$ cat src/rtl/core/lut_colormap_interpolator_assert.svh
// Assertion helpers for the colormap interpolator.
`ifndef LUT_COLORMAP_INTERPOLATOR_ASSERT_SVH
`define LUT_COLORMAP_INTERPOLATOR_ASSERT_SVH
`ifndef NO_ASSERTIONS
`define LCMI_ASSERT(name, clk, rst, prop) \
  name: assert property (@(posedge clk) disable iff (rst) prop) \
    else $error("lcmi assertion failed");
`define LCMI_ASSERT_ALWAYS(name, clk, prop) \
  name: assert property (@(posedge clk) prop) \
    else $error("lcmi assertion failed");
`else
`define LCMI_ASSERT(name, clk, rst, prop)
`define LCMI_ASSERT_ALWAYS(name, clk, prop)
`endif
`endif

$ cat src/rtl/core/lcmi_pkg.sv
`default_nettype none
package lcmi_pkg;

  localparam int TABLE_ENTRIES = 256;
  localparam int IDX_W         = 8;
  localparam int WEIGHT_BITS   = 10;
  localparam int COLOR_W       = 8;
  localparam int RGB_W         = 3 * COLOR_W;
  localparam int SAMPLE_W      = 32;
  localparam int SCALE_W       = 48;
  localparam int SCALE_HALF_W  = SCALE_W / 2;
  localparam int PART_W        = SAMPLE_W + SCALE_HALF_W;
  localparam int PROD_W        = SAMPLE_W + SCALE_W;
  localparam int POS_W         = 24;
  localparam int FRAC_W        = 16;
  localparam int LIMIT_BIT     = POS_W + FRAC_W;
  localparam int CFG_INDEX_W   = 2;
  localparam int CFG_DATA_W    = 48;

  localparam logic [POS_W-1:0] HALF_BIN = POS_W'(32'h8000);
  localparam logic [WEIGHT_BITS:0] ONE_WEIGHT = {1'b1, {WEIGHT_BITS{1'b0}}};

  localparam logic [CFG_INDEX_W-1:0] CFG_MIN_VALUE  = 2'd0;
  localparam logic [CFG_INDEX_W-1:0] CFG_BIN_SCALE  = 2'd1;
  localparam logic [CFG_INDEX_W-1:0] CFG_MAP_SELECT = 2'd2;

  typedef struct packed {
    logic                   black;
    logic                   last;
    logic [IDX_W-1:0]       left;
    logic [WEIGHT_BITS:0]   fr;
  } pos_t;

  typedef struct packed {
    logic                   black;
    logic                   last;
    logic [WEIGHT_BITS:0]   fr;
    logic [RGB_W-1:0]       left_rgb;
    logic [RGB_W-1:0]       right_rgb;
  } mix_t;

  localparam logic [RGB_W-1:0] TURBO_LUT [TABLE_ENTRIES] = '{
    {8'd48,8'd18,8'd59}, {8'd50,8'd21,8'd67}, {8'd51,8'd24,8'd74}, {8'd52,8'd27,8'd81},
    {8'd53,8'd30,8'd88}, {8'd54,8'd33,8'd95}, {8'd55,8'd36,8'd102}, {8'd56,8'd39,8'd109},
    {8'd57,8'd42,8'd115}, {8'd58,8'd45,8'd121}, {8'd59,8'd47,8'd128}, {8'd60,8'd50,8'd134},
    {8'd61,8'd53,8'd139}, {8'd62,8'd56,8'd145}, {8'd63,8'd59,8'd151}, {8'd63,8'd62,8'd156},
    {8'd64,8'd64,8'd162}, {8'd65,8'd67,8'd167}, {8'd65,8'd70,8'd172}, {8'd66,8'd73,8'd177},
    {8'd66,8'd75,8'd181}, {8'd67,8'd78,8'd186}, {8'd68,8'd81,8'd191}, {8'd68,8'd84,8'd195},
    {8'd68,8'd86,8'd199}, {8'd69,8'd89,8'd203}, {8'd69,8'd92,8'd207}, {8'd69,8'd94,8'd211},
    {8'd70,8'd97,8'd214}, {8'd70,8'd100,8'd218}, {8'd70,8'd102,8'd221}, {8'd70,8'd105,8'd224},
    {8'd70,8'd107,8'd227}, {8'd71,8'd110,8'd230}, {8'd71,8'd113,8'd233}, {8'd71,8'd115,8'd235},
    {8'd71,8'd118,8'd238}, {8'd71,8'd120,8'd240}, {8'd71,8'd123,8'd242}, {8'd70,8'd125,8'd244},
    {8'd70,8'd128,8'd246}, {8'd70,8'd130,8'd248}, {8'd70,8'd133,8'd250}, {8'd70,8'd135,8'd251},
    {8'd69,8'd138,8'd252}, {8'd69,8'd140,8'd253}, {8'd68,8'd143,8'd254}, {8'd67,8'd145,8'd254},
    {8'd66,8'd148,8'd255}, {8'd65,8'd150,8'd255}, {8'd64,8'd153,8'd255}, {8'd62,8'd155,8'd254},
    {8'd61,8'd158,8'd254}, {8'd59,8'd160,8'd253}, {8'd58,8'd163,8'd252}, {8'd56,8'd165,8'd251},
    {8'd55,8'd168,8'd250}, {8'd53,8'd171,8'd248}, {8'd51,8'd173,8'd247}, {8'd49,8'd175,8'd245},
    {8'd47,8'd178,8'd244}, {8'd46,8'd180,8'd242}, {8'd44,8'd183,8'd240}, {8'd42,8'd185,8'd238},
    {8'd40,8'd188,8'd235}, {8'd39,8'd190,8'd233}, {8'd37,8'd192,8'd231}, {8'd35,8'd195,8'd228},
    {8'd34,8'd197,8'd226}, {8'd32,8'd199,8'd223}, {8'd31,8'd201,8'd221}, {8'd30,8'd203,8'd218},
    {8'd28,8'd205,8'd216}, {8'd27,8'd208,8'd213}, {8'd26,8'd210,8'd210}, {8'd26,8'd212,8'd208},
    {8'd25,8'd213,8'd205}, {8'd24,8'd215,8'd202}, {8'd24,8'd217,8'd200}, {8'd24,8'd219,8'd197},
    {8'd24,8'd221,8'd194}, {8'd24,8'd222,8'd192}, {8'd24,8'd224,8'd189}, {8'd25,8'd226,8'd187},
    {8'd25,8'd227,8'd185}, {8'd26,8'd228,8'd182}, {8'd28,8'd230,8'd180}, {8'd29,8'd231,8'd178},
    {8'd31,8'd233,8'd175}, {8'd32,8'd234,8'd172}, {8'd34,8'd235,8'd170}, {8'd37,8'd236,8'd167},
    {8'd39,8'd238,8'd164}, {8'd42,8'd239,8'd161}, {8'd44,8'd240,8'd158}, {8'd47,8'd241,8'd155},
    {8'd50,8'd242,8'd152}, {8'd53,8'd243,8'd148}, {8'd56,8'd244,8'd145}, {8'd60,8'd245,8'd142},
    {8'd63,8'd246,8'd138}, {8'd67,8'd247,8'd135}, {8'd70,8'd248,8'd132}, {8'd74,8'd248,8'd128},
    {8'd78,8'd249,8'd125}, {8'd82,8'd250,8'd122}, {8'd85,8'd250,8'd118}, {8'd89,8'd251,8'd115},
    {8'd93,8'd252,8'd111}, {8'd97,8'd252,8'd108}, {8'd101,8'd253,8'd105}, {8'd105,8'd253,8'd102},
    {8'd109,8'd254,8'd98}, {8'd113,8'd254,8'd95}, {8'd117,8'd254,8'd92}, {8'd121,8'd254,8'd89},
    {8'd125,8'd255,8'd86}, {8'd128,8'd255,8'd83}, {8'd132,8'd255,8'd81}, {8'd136,8'd255,8'd78},
    {8'd139,8'd255,8'd75}, {8'd143,8'd255,8'd73}, {8'd146,8'd255,8'd71}, {8'd150,8'd254,8'd68},
    {8'd153,8'd254,8'd66}, {8'd156,8'd254,8'd64}, {8'd159,8'd253,8'd63}, {8'd161,8'd253,8'd61},
    {8'd164,8'd252,8'd60}, {8'd167,8'd252,8'd58}, {8'd169,8'd251,8'd57}, {8'd172,8'd251,8'd56},
    {8'd175,8'd250,8'd55}, {8'd177,8'd249,8'd54}, {8'd180,8'd248,8'd54}, {8'd183,8'd247,8'd53},
    {8'd185,8'd246,8'd53}, {8'd188,8'd245,8'd52}, {8'd190,8'd244,8'd52}, {8'd193,8'd243,8'd52},
    {8'd195,8'd241,8'd52}, {8'd198,8'd240,8'd52}, {8'd200,8'd239,8'd52}, {8'd203,8'd237,8'd52},
    {8'd205,8'd236,8'd52}, {8'd208,8'd234,8'd52}, {8'd210,8'd233,8'd53}, {8'd212,8'd231,8'd53},
    {8'd215,8'd229,8'd53}, {8'd217,8'd228,8'd54}, {8'd219,8'd226,8'd54}, {8'd221,8'd224,8'd55},
    {8'd223,8'd223,8'd55}, {8'd225,8'd221,8'd55}, {8'd227,8'd219,8'd56}, {8'd229,8'd217,8'd56},
    {8'd231,8'd215,8'd57}, {8'd233,8'd213,8'd57}, {8'd235,8'd211,8'd57}, {8'd236,8'd209,8'd58},
    {8'd238,8'd207,8'd58}, {8'd239,8'd205,8'd58}, {8'd241,8'd203,8'd58}, {8'd242,8'd201,8'd58},
    {8'd244,8'd199,8'd58}, {8'd245,8'd197,8'd58}, {8'd246,8'd195,8'd58}, {8'd247,8'd193,8'd58},
    {8'd248,8'd190,8'd57}, {8'd249,8'd188,8'd57}, {8'd250,8'd186,8'd57}, {8'd251,8'd184,8'd56},
    {8'd251,8'd182,8'd55}, {8'd252,8'd179,8'd54}, {8'd252,8'd177,8'd54}, {8'd253,8'd174,8'd53},
    {8'd253,8'd172,8'd52}, {8'd254,8'd169,8'd51}, {8'd254,8'd167,8'd50}, {8'd254,8'd164,8'd49},
    {8'd254,8'd161,8'd48}, {8'd254,8'd158,8'd47}, {8'd254,8'd155,8'd45}, {8'd254,8'd153,8'd44},
    {8'd254,8'd150,8'd43}, {8'd254,8'd147,8'd42}, {8'd254,8'd144,8'd41}, {8'd253,8'd141,8'd39},
    {8'd253,8'd138,8'd38}, {8'd252,8'd135,8'd37}, {8'd252,8'd132,8'd35}, {8'd251,8'd129,8'd34},
    {8'd251,8'd126,8'd33}, {8'd250,8'd123,8'd31}, {8'd249,8'd120,8'd30}, {8'd249,8'd117,8'd29},
    {8'd248,8'd114,8'd28}, {8'd247,8'd111,8'd26}, {8'd246,8'd108,8'd25}, {8'd245,8'd105,8'd24},
    {8'd244,8'd102,8'd23}, {8'd243,8'd99,8'd21}, {8'd242,8'd96,8'd20}, {8'd241,8'd93,8'd19},
    {8'd240,8'd91,8'd18}, {8'd239,8'd88,8'd17}, {8'd237,8'd85,8'd16}, {8'd236,8'd83,8'd15},
    {8'd235,8'd80,8'd14}, {8'd234,8'd78,8'd13}, {8'd232,8'd75,8'd12}, {8'd231,8'd73,8'd12},
    {8'd229,8'd71,8'd11}, {8'd228,8'd69,8'd10}, {8'd226,8'd67,8'd10}, {8'd225,8'd65,8'd9},
    {8'd223,8'd63,8'd8}, {8'd221,8'd61,8'd8}, {8'd220,8'd59,8'd7}, {8'd218,8'd57,8'd7},
    {8'd216,8'd55,8'd6}, {8'd214,8'd53,8'd6}, {8'd212,8'd51,8'd5}, {8'd210,8'd49,8'd5},
    {8'd208,8'd47,8'd5}, {8'd206,8'd45,8'd4}, {8'd204,8'd43,8'd4}, {8'd202,8'd42,8'd4},
    {8'd200,8'd40,8'd3}, {8'd197,8'd38,8'd3}, {8'd195,8'd37,8'd3}, {8'd193,8'd35,8'd2},
    {8'd190,8'd33,8'd2}, {8'd188,8'd32,8'd2}, {8'd185,8'd30,8'd2}, {8'd183,8'd29,8'd2},
    {8'd180,8'd27,8'd1}, {8'd178,8'd26,8'd1}, {8'd175,8'd24,8'd1}, {8'd172,8'd23,8'd1},
    {8'd169,8'd22,8'd1}, {8'd167,8'd20,8'd1}, {8'd164,8'd19,8'd1}, {8'd161,8'd18,8'd1},
    {8'd158,8'd16,8'd1}, {8'd155,8'd15,8'd1}, {8'd152,8'd14,8'd1}, {8'd149,8'd13,8'd1},
    {8'd146,8'd11,8'd1}, {8'd142,8'd10,8'd1}, {8'd139,8'd9,8'd2}, {8'd136,8'd8,8'd2},
    {8'd133,8'd7,8'd2}, {8'd129,8'd6,8'd2}, {8'd126,8'd5,8'd2}, {8'd122,8'd4,8'd3}
  };

  localparam logic [RGB_W-1:0] INFERNO_LUT [TABLE_ENTRIES] = '{
    {8'd1,8'd0,8'd4}, {8'd1,8'd0,8'd5}, {8'd1,8'd0,8'd6}, {8'd2,8'd1,8'd8},
    {8'd2,8'd1,8'd10}, {8'd3,8'd1,8'd12}, {8'd4,8'd2,8'd14}, {8'd4,8'd2,8'd16},
    {8'd5,8'd3,8'd18}, {8'd6,8'd3,8'd21}, {8'd7,8'd3,8'd23}, {8'd8,8'd4,8'd25},
    {8'd10,8'd4,8'd27}, {8'd11,8'd5,8'd29}, {8'd12,8'd5,8'd32}, {8'd14,8'd6,8'd34},
    {8'd15,8'd6,8'd36}, {8'd17,8'd7,8'd38}, {8'd18,8'd7,8'd41}, {8'd19,8'd8,8'd43},
    {8'd21,8'd8,8'd45}, {8'd22,8'd8,8'd48}, {8'd24,8'd9,8'd50}, {8'd25,8'd9,8'd53},
    {8'd27,8'd9,8'd55}, {8'd28,8'd9,8'd58}, {8'd30,8'd9,8'd60}, {8'd32,8'd9,8'd62},
    {8'd33,8'd9,8'd65}, {8'd35,8'd9,8'd67}, {8'd37,8'd9,8'd70}, {8'd39,8'd9,8'd72},
    {8'd40,8'd9,8'd74}, {8'd42,8'd8,8'd77}, {8'd44,8'd8,8'd79}, {8'd46,8'd7,8'd81},
    {8'd47,8'd7,8'd83}, {8'd49,8'd6,8'd85}, {8'd51,8'd6,8'd87}, {8'd53,8'd5,8'd89},
    {8'd55,8'd5,8'd91}, {8'd56,8'd4,8'd93}, {8'd58,8'd4,8'd94}, {8'd60,8'd3,8'd96},
    {8'd61,8'd3,8'd97}, {8'd63,8'd3,8'd98}, {8'd65,8'd2,8'd99}, {8'd66,8'd2,8'd100},
    {8'd68,8'd2,8'd102}, {8'd70,8'd2,8'd102}, {8'd71,8'd2,8'd103}, {8'd73,8'd2,8'd104},
    {8'd74,8'd2,8'd105}, {8'd76,8'd3,8'd106}, {8'd77,8'd3,8'd106}, {8'd79,8'd3,8'd107},
    {8'd80,8'd3,8'd107}, {8'd82,8'd4,8'd108}, {8'd83,8'd4,8'd108}, {8'd85,8'd5,8'd109},
    {8'd86,8'd6,8'd109}, {8'd88,8'd6,8'd109}, {8'd89,8'd7,8'd110}, {8'd91,8'd7,8'd110},
    {8'd92,8'd8,8'd110}, {8'd94,8'd9,8'd110}, {8'd95,8'd10,8'd110}, {8'd97,8'd11,8'd111},
    {8'd98,8'd11,8'd111}, {8'd99,8'd12,8'd111}, {8'd101,8'd13,8'd111}, {8'd102,8'd14,8'd111},
    {8'd104,8'd15,8'd111}, {8'd105,8'd15,8'd111}, {8'd107,8'd16,8'd111}, {8'd108,8'd17,8'd111},
    {8'd110,8'd18,8'd111}, {8'd111,8'd18,8'd111}, {8'd112,8'd19,8'd111}, {8'd114,8'd20,8'd111},
    {8'd115,8'd20,8'd111}, {8'd117,8'd21,8'd110}, {8'd118,8'd22,8'd110}, {8'd120,8'd23,8'd110},
    {8'd121,8'd23,8'd110}, {8'd123,8'd24,8'd110}, {8'd124,8'd25,8'd110}, {8'd126,8'd25,8'd109},
    {8'd127,8'd26,8'd109}, {8'd129,8'd27,8'd109}, {8'd130,8'd27,8'd108}, {8'd131,8'd28,8'd108},
    {8'd133,8'd29,8'd108}, {8'd134,8'd29,8'd108}, {8'd136,8'd30,8'd107}, {8'd137,8'd30,8'd107},
    {8'd139,8'd31,8'd106}, {8'd140,8'd32,8'd106}, {8'd142,8'd32,8'd106}, {8'd143,8'd33,8'd105},
    {8'd145,8'd34,8'd105}, {8'd146,8'd34,8'd104}, {8'd148,8'd35,8'd104}, {8'd149,8'd36,8'd103},
    {8'd151,8'd36,8'd103}, {8'd152,8'd37,8'd102}, {8'd154,8'd38,8'd102}, {8'd155,8'd38,8'd101},
    {8'd157,8'd39,8'd100}, {8'd158,8'd40,8'd100}, {8'd160,8'd40,8'd99}, {8'd161,8'd41,8'd98},
    {8'd162,8'd42,8'd98}, {8'd164,8'd42,8'd97}, {8'd165,8'd43,8'd96}, {8'd167,8'd44,8'd96},
    {8'd168,8'd44,8'd95}, {8'd170,8'd45,8'd94}, {8'd171,8'd46,8'd93}, {8'd173,8'd47,8'd93},
    {8'd174,8'd47,8'd92}, {8'd176,8'd48,8'd91}, {8'd177,8'd49,8'd90}, {8'd178,8'd50,8'd89},
    {8'd180,8'd51,8'd88}, {8'd181,8'd51,8'd88}, {8'd183,8'd52,8'd87}, {8'd184,8'd53,8'd86},
    {8'd185,8'd54,8'd85}, {8'd187,8'd55,8'd84}, {8'd188,8'd56,8'd83}, {8'd189,8'd57,8'd82},
    {8'd191,8'd57,8'd81}, {8'd192,8'd58,8'd80}, {8'd194,8'd59,8'd79}, {8'd195,8'd60,8'd78},
    {8'd196,8'd61,8'd77}, {8'd197,8'd62,8'd76}, {8'd199,8'd63,8'd75}, {8'd200,8'd64,8'd74},
    {8'd201,8'd65,8'd73}, {8'd203,8'd66,8'd72}, {8'd204,8'd67,8'd71}, {8'd205,8'd69,8'd70},
    {8'd206,8'd70,8'd69}, {8'd207,8'd71,8'd67}, {8'd209,8'd72,8'd66}, {8'd210,8'd73,8'd65},
    {8'd211,8'd74,8'd64}, {8'd212,8'd76,8'd63}, {8'd213,8'd77,8'd62}, {8'd214,8'd78,8'd61},
    {8'd215,8'd79,8'd59}, {8'd217,8'd81,8'd58}, {8'd218,8'd82,8'd57}, {8'd219,8'd83,8'd56},
    {8'd220,8'd85,8'd55}, {8'd221,8'd86,8'd54}, {8'd222,8'd87,8'd52}, {8'd223,8'd89,8'd51},
    {8'd224,8'd90,8'd50}, {8'd224,8'd92,8'd49}, {8'd225,8'd93,8'd48}, {8'd226,8'd95,8'd46},
    {8'd227,8'd96,8'd45}, {8'd228,8'd98,8'd44}, {8'd229,8'd99,8'd43}, {8'd230,8'd101,8'd41},
    {8'd230,8'd102,8'd40}, {8'd231,8'd104,8'd39}, {8'd232,8'd105,8'd37}, {8'd233,8'd107,8'd36},
    {8'd233,8'd108,8'd35}, {8'd234,8'd110,8'd34}, {8'd235,8'd112,8'd32}, {8'd235,8'd113,8'd31},
    {8'd236,8'd115,8'd29}, {8'd237,8'd117,8'd28}, {8'd237,8'd118,8'd27}, {8'd238,8'd120,8'd25},
    {8'd238,8'd122,8'd24}, {8'd239,8'd124,8'd22}, {8'd239,8'd125,8'd21}, {8'd240,8'd127,8'd19},
    {8'd240,8'd129,8'd18}, {8'd241,8'd130,8'd16}, {8'd241,8'd132,8'd15}, {8'd241,8'd134,8'd13},
    {8'd242,8'd136,8'd12}, {8'd242,8'd138,8'd10}, {8'd242,8'd139,8'd8}, {8'd243,8'd141,8'd7},
    {8'd243,8'd143,8'd6}, {8'd243,8'd145,8'd4}, {8'd244,8'd147,8'd3}, {8'd244,8'd149,8'd3},
    {8'd244,8'd150,8'd2}, {8'd244,8'd152,8'd1}, {8'd244,8'd154,8'd1}, {8'd244,8'd156,8'd1},
    {8'd244,8'd158,8'd1}, {8'd245,8'd160,8'd1}, {8'd245,8'd162,8'd2}, {8'd245,8'd164,8'd2},
    {8'd245,8'd166,8'd3}, {8'd245,8'd168,8'd5}, {8'd245,8'd169,8'd6}, {8'd244,8'd171,8'd8},
    {8'd244,8'd173,8'd10}, {8'd244,8'd175,8'd12}, {8'd244,8'd177,8'd14}, {8'd244,8'd179,8'd17},
    {8'd244,8'd181,8'd19}, {8'd244,8'd183,8'd21}, {8'd243,8'd185,8'd24}, {8'd243,8'd187,8'd26},
    {8'd243,8'd189,8'd28}, {8'd243,8'd191,8'd31}, {8'd242,8'd193,8'd33}, {8'd242,8'd195,8'd36},
    {8'd242,8'd197,8'd38}, {8'd241,8'd199,8'd41}, {8'd241,8'd201,8'd44}, {8'd240,8'd203,8'd46},
    {8'd240,8'd205,8'd49}, {8'd240,8'd207,8'd52}, {8'd239,8'd209,8'd55}, {8'd239,8'd211,8'd58},
    {8'd238,8'd213,8'd61}, {8'd238,8'd215,8'd64}, {8'd237,8'd217,8'd67}, {8'd237,8'd219,8'd70},
    {8'd236,8'd220,8'd73}, {8'd235,8'd222,8'd77}, {8'd235,8'd224,8'd80}, {8'd234,8'd226,8'd84},
    {8'd234,8'd228,8'd87}, {8'd234,8'd230,8'd91}, {8'd233,8'd232,8'd95}, {8'd233,8'd234,8'd99},
    {8'd233,8'd235,8'd103}, {8'd232,8'd237,8'd107}, {8'd232,8'd239,8'd111}, {8'd232,8'd240,8'd115},
    {8'd233,8'd242,8'd119}, {8'd233,8'd243,8'd124}, {8'd234,8'd245,8'd128}, {8'd234,8'd246,8'd132},
    {8'd235,8'd248,8'd136}, {8'd236,8'd249,8'd140}, {8'd237,8'd250,8'd144}, {8'd238,8'd251,8'd148},
    {8'd240,8'd252,8'd152}, {8'd241,8'd254,8'd156}, {8'd243,8'd255,8'd160}, {8'd245,8'd255,8'd163}
  };

endpackage
`default_nettype wire

$ cat src/rtl/core/sample_if.sv
`default_nettype none
interface sample_if;
  logic               valid;
  logic               ready;
  logic signed [31:0] sample;
  logic               sample_invalid;
  logic               last_pixel;

  modport source (output valid, output sample, output sample_invalid, output last_pixel,
                  input ready);
  modport sink (input valid, input sample, input sample_invalid, input last_pixel,
                output ready);
endinterface
`default_nettype wire

$ cat src/rtl/core/lcmi_scale.sv
`default_nettype none
`include "lut_colormap_interpolator_assert.svh"
module lcmi_scale import lcmi_pkg::*; (
  input  logic                       clk,
  input  logic                       rst,
  sample_if.sink                     pixels_in,
  input  logic signed [SAMPLE_W-1:0] min_value,
  input  logic [SCALE_W-1:0]         bin_scale,
  output logic                       pos_valid,
  input  logic                       pos_ready,
  output pos_t                       pos_out
);

  localparam int FR_W = FRAC_W + WEIGHT_BITS + 1;

  // Stage A: offset from the minimum.
  logic                a_valid;
  logic [SAMPLE_W-1:0] a_diff;
  logic                a_black;
  logic                a_last;
  // Stage B: two partial products.
  logic                b_valid;
  logic [PART_W-1:0]   b_lo;
  logic [PART_W-1:0]   b_hi;
  logic                b_black;
  logic                b_last;
  // Stage C: bin position.
  logic                c_valid;
  logic [POS_W-1:0]    c_pos;
  logic                c_black;
  logic                c_last;
  // Stage D: index and weight.
  logic                d_valid;
  pos_t                d_pos;

  logic adv_a, adv_b, adv_c, adv_d;
  logic signed [SAMPLE_W:0] diff_wide;
  logic [PROD_W-1:0]        prod_sum;
  logic [POS_W-1:0]         adj;
  logic [FR_W-1:0]          fr_wide;

  assign adv_d = !d_valid || pos_ready;
  assign adv_c = !c_valid || adv_d;
  assign adv_b = !b_valid || adv_c;
  assign adv_a = !a_valid || adv_b;
  assign pixels_in.ready = adv_a;

  assign diff_wide = {pixels_in.sample[SAMPLE_W-1], pixels_in.sample}
                   - {min_value[SAMPLE_W-1], min_value};
  assign prod_sum = {{SCALE_HALF_W{1'b0}}, b_lo} + {b_hi, {SCALE_HALF_W{1'b0}}};
  assign adj = (c_pos > HALF_BIN) ? (c_pos - HALF_BIN) : '0;
  assign fr_wide = {1'b0, adj[FRAC_W-1:0], {WEIGHT_BITS{1'b0}}} + FR_W'(32'h8000);

  always_ff @(posedge clk) begin
    if (rst) begin
      a_valid <= 1'b0;
      b_valid <= 1'b0;
      c_valid <= 1'b0;
      d_valid <= 1'b0;
    end else begin
      if (adv_a) a_valid <= pixels_in.valid;
      if (adv_b) b_valid <= a_valid;
      if (adv_c) c_valid <= b_valid;
      if (adv_d) d_valid <= c_valid;
    end
  end

  always_ff @(posedge clk) begin
    if (adv_a) begin
      a_diff  <= diff_wide[SAMPLE_W-1:0];
      // A sample below the minimum is black unless the scale is zero.
      a_black <= pixels_in.sample_invalid || (diff_wide[SAMPLE_W] && (|bin_scale));
      a_last  <= pixels_in.last_pixel;
    end
    if (adv_b) begin
      b_lo    <= a_diff * bin_scale[SCALE_HALF_W-1:0];
      b_hi    <= a_diff * bin_scale[SCALE_W-1:SCALE_HALF_W];
      b_black <= a_black;
      b_last  <= a_last;
    end
    if (adv_c) begin
      c_pos   <= prod_sum[LIMIT_BIT-1:FRAC_W];
      c_black <= b_black || (|prod_sum[PROD_W-1:LIMIT_BIT]);
      c_last  <= b_last;
    end
    if (adv_d) begin
      d_pos.black <= c_black;
      d_pos.last  <= c_last;
      d_pos.left  <= adj[POS_W-1:FRAC_W];
      d_pos.fr    <= fr_wide[FR_W-1:FRAC_W];
    end
  end

  assign pos_valid = d_valid;
  assign pos_out   = d_pos;

  `LCMI_ASSERT(a_to_b_moves, clk, rst, (a_valid && adv_b) |=> b_valid)
  `LCMI_ASSERT(invalid_is_black, clk, rst, (pixels_in.valid && adv_a && pixels_in.sample_invalid) |=> (a_valid && a_black))
  `LCMI_ASSERT(stall_holds_c, clk, rst, (c_valid && !adv_c) |=> (c_valid && $stable(c_pos)))
  `LCMI_ASSERT(weight_in_range, clk, rst, d_valid |-> (d_pos.fr <= ONE_WEIGHT))

endmodule
`default_nettype wire

$ cat src/flat_wrapper.sv
// flat-port wrapper written by rule: the top's interface ports become plain ports
module lcmi_scale_flat import lcmi_pkg::*;
  (clk, rst, min_value, bin_scale, pos_valid, pos_ready, pos_out, pixels_in_valid, pixels_in_sample, pixels_in_sample_invalid, pixels_in_last_pixel, pixels_in_ready);
  sample_if pixels_in_i ();
  input  logic clk;
  input  logic rst;
  input  logic signed [SAMPLE_W-1:0] min_value;
  input  logic [SCALE_W-1:0] bin_scale;
  output logic pos_valid;
  input  logic pos_ready;
  output pos_t pos_out;
  input wire logic [$bits(pixels_in_i.valid)-1:0] pixels_in_valid;
  input wire logic [$bits(pixels_in_i.sample)-1:0] pixels_in_sample;
  input wire logic [$bits(pixels_in_i.sample_invalid)-1:0] pixels_in_sample_invalid;
  input wire logic [$bits(pixels_in_i.last_pixel)-1:0] pixels_in_last_pixel;
  output wire logic [$bits(pixels_in_i.ready)-1:0] pixels_in_ready;
  assign pixels_in_i.valid = pixels_in_valid;
  assign pixels_in_i.sample = pixels_in_sample;
  assign pixels_in_i.sample_invalid = pixels_in_sample_invalid;
  assign pixels_in_i.last_pixel = pixels_in_last_pixel;
  assign pixels_in_ready = pixels_in_i.ready;
  lcmi_scale u_core (.clk(clk), .rst(rst), .pixels_in(pixels_in_i), .min_value(min_value), .bin_scale(bin_scale), .pos_valid(pos_valid), .pos_ready(pos_ready), .pos_out(pos_out));
endmodule
$ cat config.mk
export PLATFORM = sky130hd
export DESIGN_NAME = lcmi_scale_flat
export DESIGN_NICKNAME = d
export VERILOG_FILES = /design/src/rtl/core/lcmi_pkg.sv /design/src/rtl/core/sample_if.sv /design/src/rtl/core/lcmi_scale.sv /design/src/flat_wrapper.sv
export VERILOG_INCLUDE_DIRS = /design/src /design/src/rtl/core
export SDC_FILE = /design/constraint.sdc
export NUM_CORES = 2
export LEC_CHECK = 0
export BUFFER_PORTS_ARGS = -buffer_cell sky130_fd_sc_hd__buf_2
export CORE_ASPECT_RATIO = 0.6
export CORE_MARGIN = 5
export CORE_UTILIZATION = 60
export DETAILED_ROUTE_END_ITERATION = 8
export PLACE_DENSITY_LB_ADDON = 0.25
export SETUP_SLACK_MARGIN = 0.4
export SYNTH_ARGS = -nofsm -noshare
export SYNTH_HDL_FRONTEND = slang
export SYNTH_SLANG_ARGS = --single-unit
$ cat constraint.sdc
create_clock -name clk -period 13.7 [get_ports clk]
set_input_delay 0.685 -clock clk [delete_from_list [all_inputs] [get_ports clk]]
set_output_delay 0.685 -clock clk [all_outputs]
set_load 0.1 [all_outputs]
# == Word-level counts from Yosys, hierarchy flattened ==
# Index checks and enable logic that the tools add are counted.
# classes
add_sub_neg,4
multipliers,2
n_lt_le_gt_ge,1
muxes,1
reduce_logical,13
# op_table
op,n
32-bit by 24-bit multiplier with 56-bit output,2
56-bit by 80-bit adder with 80-bit output,1
48-bit OR reduction,1
40-bit OR reduction,1
32-bit by 32-bit subtractor with 33-bit output,1
"26-bit by 16-bit adder with 27-bit output, second input constant",1
"24-bit by 16-bit > comparator with 1-bit output, second input constant",1
"24-bit by 16-bit subtractor with 24-bit output, second input constant",1
16-bit two-way mux,1
1-bit logical OR,6
1-bit zero test,4
1-bit logical AND,1
# totals
ff_bits,199
inputBits,118
out_inout_bits,23
word_cells,39

# == Logic depth before layout (Yosys ltp) ==
# logic_depth
word_depth,5
ltp_mapped,29
mapped_depth_nobuf,27

# == Least setup slack after synthesis ==
# OpenSTA, ideal clock, no wires.
# synth_timing
path_kind,input to register
startpoint,input port bin_scale[27]
endpoint,register u_core.b_hi[50] (data pin)
setup_time_ns,0.259
t_arrival_ns,7.244
t_required_ns,13.441
setup_slack_ns,6.197
stages,27
path_buffers,1
cell_sequence,clkbuf_1 nand2_1 fa_1 inv_1 fa_1 inv_1 fa_1 fa_1 fa_1 inv_1 fa_1 inv_1 fa_1 inv_1 ha_1 nand2_1 nor3_1 a311oi_1 a211oi_1 o21ai_1 o221ai_1 o211ai_1 o211a_1 o21bai_2 a41o_1 a21oi_1 xnor2_1
# synth_between
elab_chain_cells,1
# synth_rtl
element,line,source
start: declaration,flat_wrapper.sv:8,input logic [SCALE_W-1:0] bin_scale;
32-bit by 24-bit multiplier with 56-bit output,lcmi_scale.sv:77,b_hi <= a_diff * bin_scale[SCALE_W-1:SCALE_HALF_W];
end signal: assignment,lcmi_scale.sv:77,
end: declaration,lcmi_scale.sv:24,logic [PART_W-1:0] b_hi;
# Every way passes these cells.
# A chain may end at the register's enable or synchronous reset.

# == Worst setup path after layout ==
# layout_timing
startpoint,register u_core.a_diff[15]
endpoint,register u_core.b_hi[50] (data pin)
# layout_between
elab_chain_cells,1
# layout_rtl
element,line,source
start: declaration,lcmi_scale.sv:18,logic [SAMPLE_W-1:0] a_diff;
start signal: assignment,lcmi_scale.sv:70,a_diff <= diff_wide[SAMPLE_W-1:0];
32-bit by 24-bit multiplier with 56-bit output,lcmi_scale.sv:77,
# Every way passes these cells.

==> out/metrics.csv <==
stage,metric,value,unit
run_status,status,"finished, final reports clean",
sta,setup violators final,0,
synthesis,largest family of logic cells by synthesized area,adder cells,
worst_setup_path,CP arrival,9.39,ns
synthesis,Post-synth EDFFs,179,
sta,Slew Limit Fails,0,
synthesis,area share of the largest cell type after synthesis,0.4534,
synthesis,unique cell type count in the Yosys netlist,74,
global_routing,pin count of the biggest net entering global routing,69,
synthesis,"flops & latches, synth",183,
sta,final hold vios,0,
clock_network,"Hold-fix buffers, CTS",0,
synthesis,adder-cell share of the synthesized area,0.5450,
clock_network,cts repair resizes,0,
clock_network,TritonCTS clock tree,built,
global_routing,first-pass GRT wire length,259100,um
worst_hold_path,Hold WC Path Type,input port to flip-flop,
final_layout,Area Growth Syn to Fin,3.851,%
drt,Vias,42960,
synthesis,most common cell in the netlist,inv_1,
clock_network,CTS Buf Count,17,
synthesis,Post-Synth XOR/XNOR Area,0.02349,
floorplanning,Ports,141,
sta,crit path time final,9.123,ns
sta,skew final,0.02601,ns
global_routing,total gr overflow,0,
synthesis,"Seq/Total Area, Yosys",0.09380,
sta,Worst Tran Pin Value,1.240,ns
clock_network,# clock sinks,183,
clock_network,clock input transition at the sequential cells of the worst setup and hold paths,0.10,ns
worst_setup_path,Startpoint Class,flip-flop,
place,Port Buf Inserts,140,
floorplanning,die width,411.9,um
floorplanning,Cell Rows,88,
final_layout,layout cells sized above 1,0.03999,
drt,via density per instance,5.701,
sta,setup TNS,0,ns
clock_network,Max H-tree Level,4,
sta,Final Cycle Share,0.6659,
clock_network,clk buf depth,2,
floorplanning,core region area,0.09612,mm^2
place,global placement routability congestion,0.9154,
worst_setup_path,critical path peak fanout,35,
synthesis,post-synthesis mux area share,0.0006885,
synthesis,Yosys warning total,0,
synthesis,simple-gate share of the synthesized area,0.1700,
drt,initial DRC count,4143,
floorplanning,Die Area,0.1035,mm^2
floorplanning,die height,251.2,um
drt,number of routed nets with antenna violations,0,
clock_network,CTS Root Cell,clkbuf_16,
final_layout,Nets,8074,
clock_network,Clock Latency Late Sink,0.54,ns
place,DP HPWL,122200,um
floorplanning,Initial Util,0.6050,
drt,DR WL/cell,21.81,um
sta,max frequency,109.6,MHz
worst_setup_path,CP Class,flip-flop to flip-flop,
drt,DRC,0,
synthesis,syn nets,8172,
synthesis,"area leader, netlist",fa_1,
synthesis,Mapped Avg Cell Area,9.215,um^2
worst_setup_path,Critical Path End Type,flip-flop,
synthesis,ys async rst share,0,
global_routing,GRT Resource Usage Total,0.3277,
drt,DRT Pass-1 Iters,5,
drt,total routed wirelength,164400,um
synthesis,complex-gate fraction of the synthesized area,0.05019,
sta,RSZ-0062 raised after global routing,no,
clock_network,total setup buffers inserted after CTS,0,
global_routing,initial antenna violation count,13,
sta,Slew HR,0.1732,
synthesis,Post-synth top flop,edfxtp_1,
global_routing,vias in the first global route,44704,
synthesis,Syn Std Cell Area,0.05816,mm^2
worst_setup_path,"Req. time, crit path",13.97,ns
synthesis,Gate Count Post-Synth,6311,
synthesis,main area contributors after synthesis,"fa_1 45%, inv_1 9.6%, edfxtp_1 9.2%",
synthesis,synth cell count leaders,"1,495 x inv_1, 1,317 x fa_1, 828 x nand2_1, 802 x and2_1, 426 x ha_1",
job,MaxCap Viol Count,0,
layout make-up:
cell class                 instances  area [um^2]
fill                            7920        35730
clock buffer                      17        425.4
multi-input combinational       4318        45910
antenna                            5        12.51
timing repair buffer             198         1136
tap                             1305         1633
inverter                        1495         5614
clock inverter                    15        210.2
sequential                       183         5455
critical path, stage by stage (launching register included):
cell and delay (ns):
edfxtp_1 0.82, buf_4 0.55, and2_1 0.23, fa_1 0.44, fa_1 0.55, inv_1 0.05, fa_1 0.56, fa_1 0.45
fa_1 0.54, inv_1 0.05, fa_1 0.49, inv_1 0.05, fa_1 0.48, inv_1 0.05, ha_1 0.34, nand2_1 0.10
nor3_1 0.35, a311oi_1 0.21, a211oi_1 0.63, o21ai_1 0.32, o221ai_1 0.29, o211ai_1 0.24, o211a_1 0.34, o21bai_2 0.23
a41o_1 0.22, a21oi_1 0.08, xnor2_1 0.14
layer usage:
layer	global-route usage	share of wire	vias to the layer above
met3	0.1279	0.14	339
met4	0.09711	0.035	16
met2	0.4464	0.40	2564
met5	0.004537	0.00066	-
li1	-	-	18449
met1	0.4851	0.42	21592
cell usage in the layout (no fill, tap or decap), types with 46 or more instances in the layout:
cell      count
inv_1      1494
fa_1       1317
nand2_1     827
and2_1      802
ha_1        426
edfxtp_1    179
buf_2       140
a21oi_1     134
nor2_1      128
xnor2_1     107
a21o_1       74
o21ai_0      63
buf_4        58
xor2_1       49
nand3_1      46
sequential cells by signal, summed over array words and instances (netlist names), 21 cells and up:
signal	flops
u_core.b_hi	56
u_core.a_diff	32
u_core.b_lo	40
u_core.pos_out	21
u_core.c_pos	24
logic make-up (layout without fill, tap and decap cells):
kind of cell	after synthesis	after routing
and+or+nand+nor	1973	1973
AOI/OAI and AO/OA	442	442
DFF	183	183
muxes	4	4
other	0	5
adders and majority gates	1743	1743
xor gates and xnor gates	156	156
buffers and inverters	1810	1725
final timing paths:
kind / startpoint / to / cells after the start / slack [ns]
worst min-delay path: pixels_in_last_pixel / u_core.a_last / 1 / 0.33
worst max register to register: u_core.a_diff[15] / u_core.b_hi[50] / 26 / 4.58
worst min register to register: u_core.a_last / u_core.b_last / 0 / 0.42
worst max-delay path: u_core.a_diff[15] / u_core.b_hi[50] / 26 / 4.58
through the flow:
step	instances	worst slack, ns	hold WS, ns	utilization	instance area [um^2]
after detailed placement	7499	4.871	0.4045	0.6216	59750
after floorplan	6311	6.197	0.4003	-	58160
final	7536	4.577	0.3346	0.6283	60400
after global routing	7534	4.335	0.3133	0.6283	60390
after CTS	7531	4.795	0.3010	0.6282	60380
after global placement	7499	4.936	0.4024	0.6216	59750
Power is left out: the tool's default activity adds up to more than one toggle a clock period on the data nets, which glitch-free logic cannot reach.
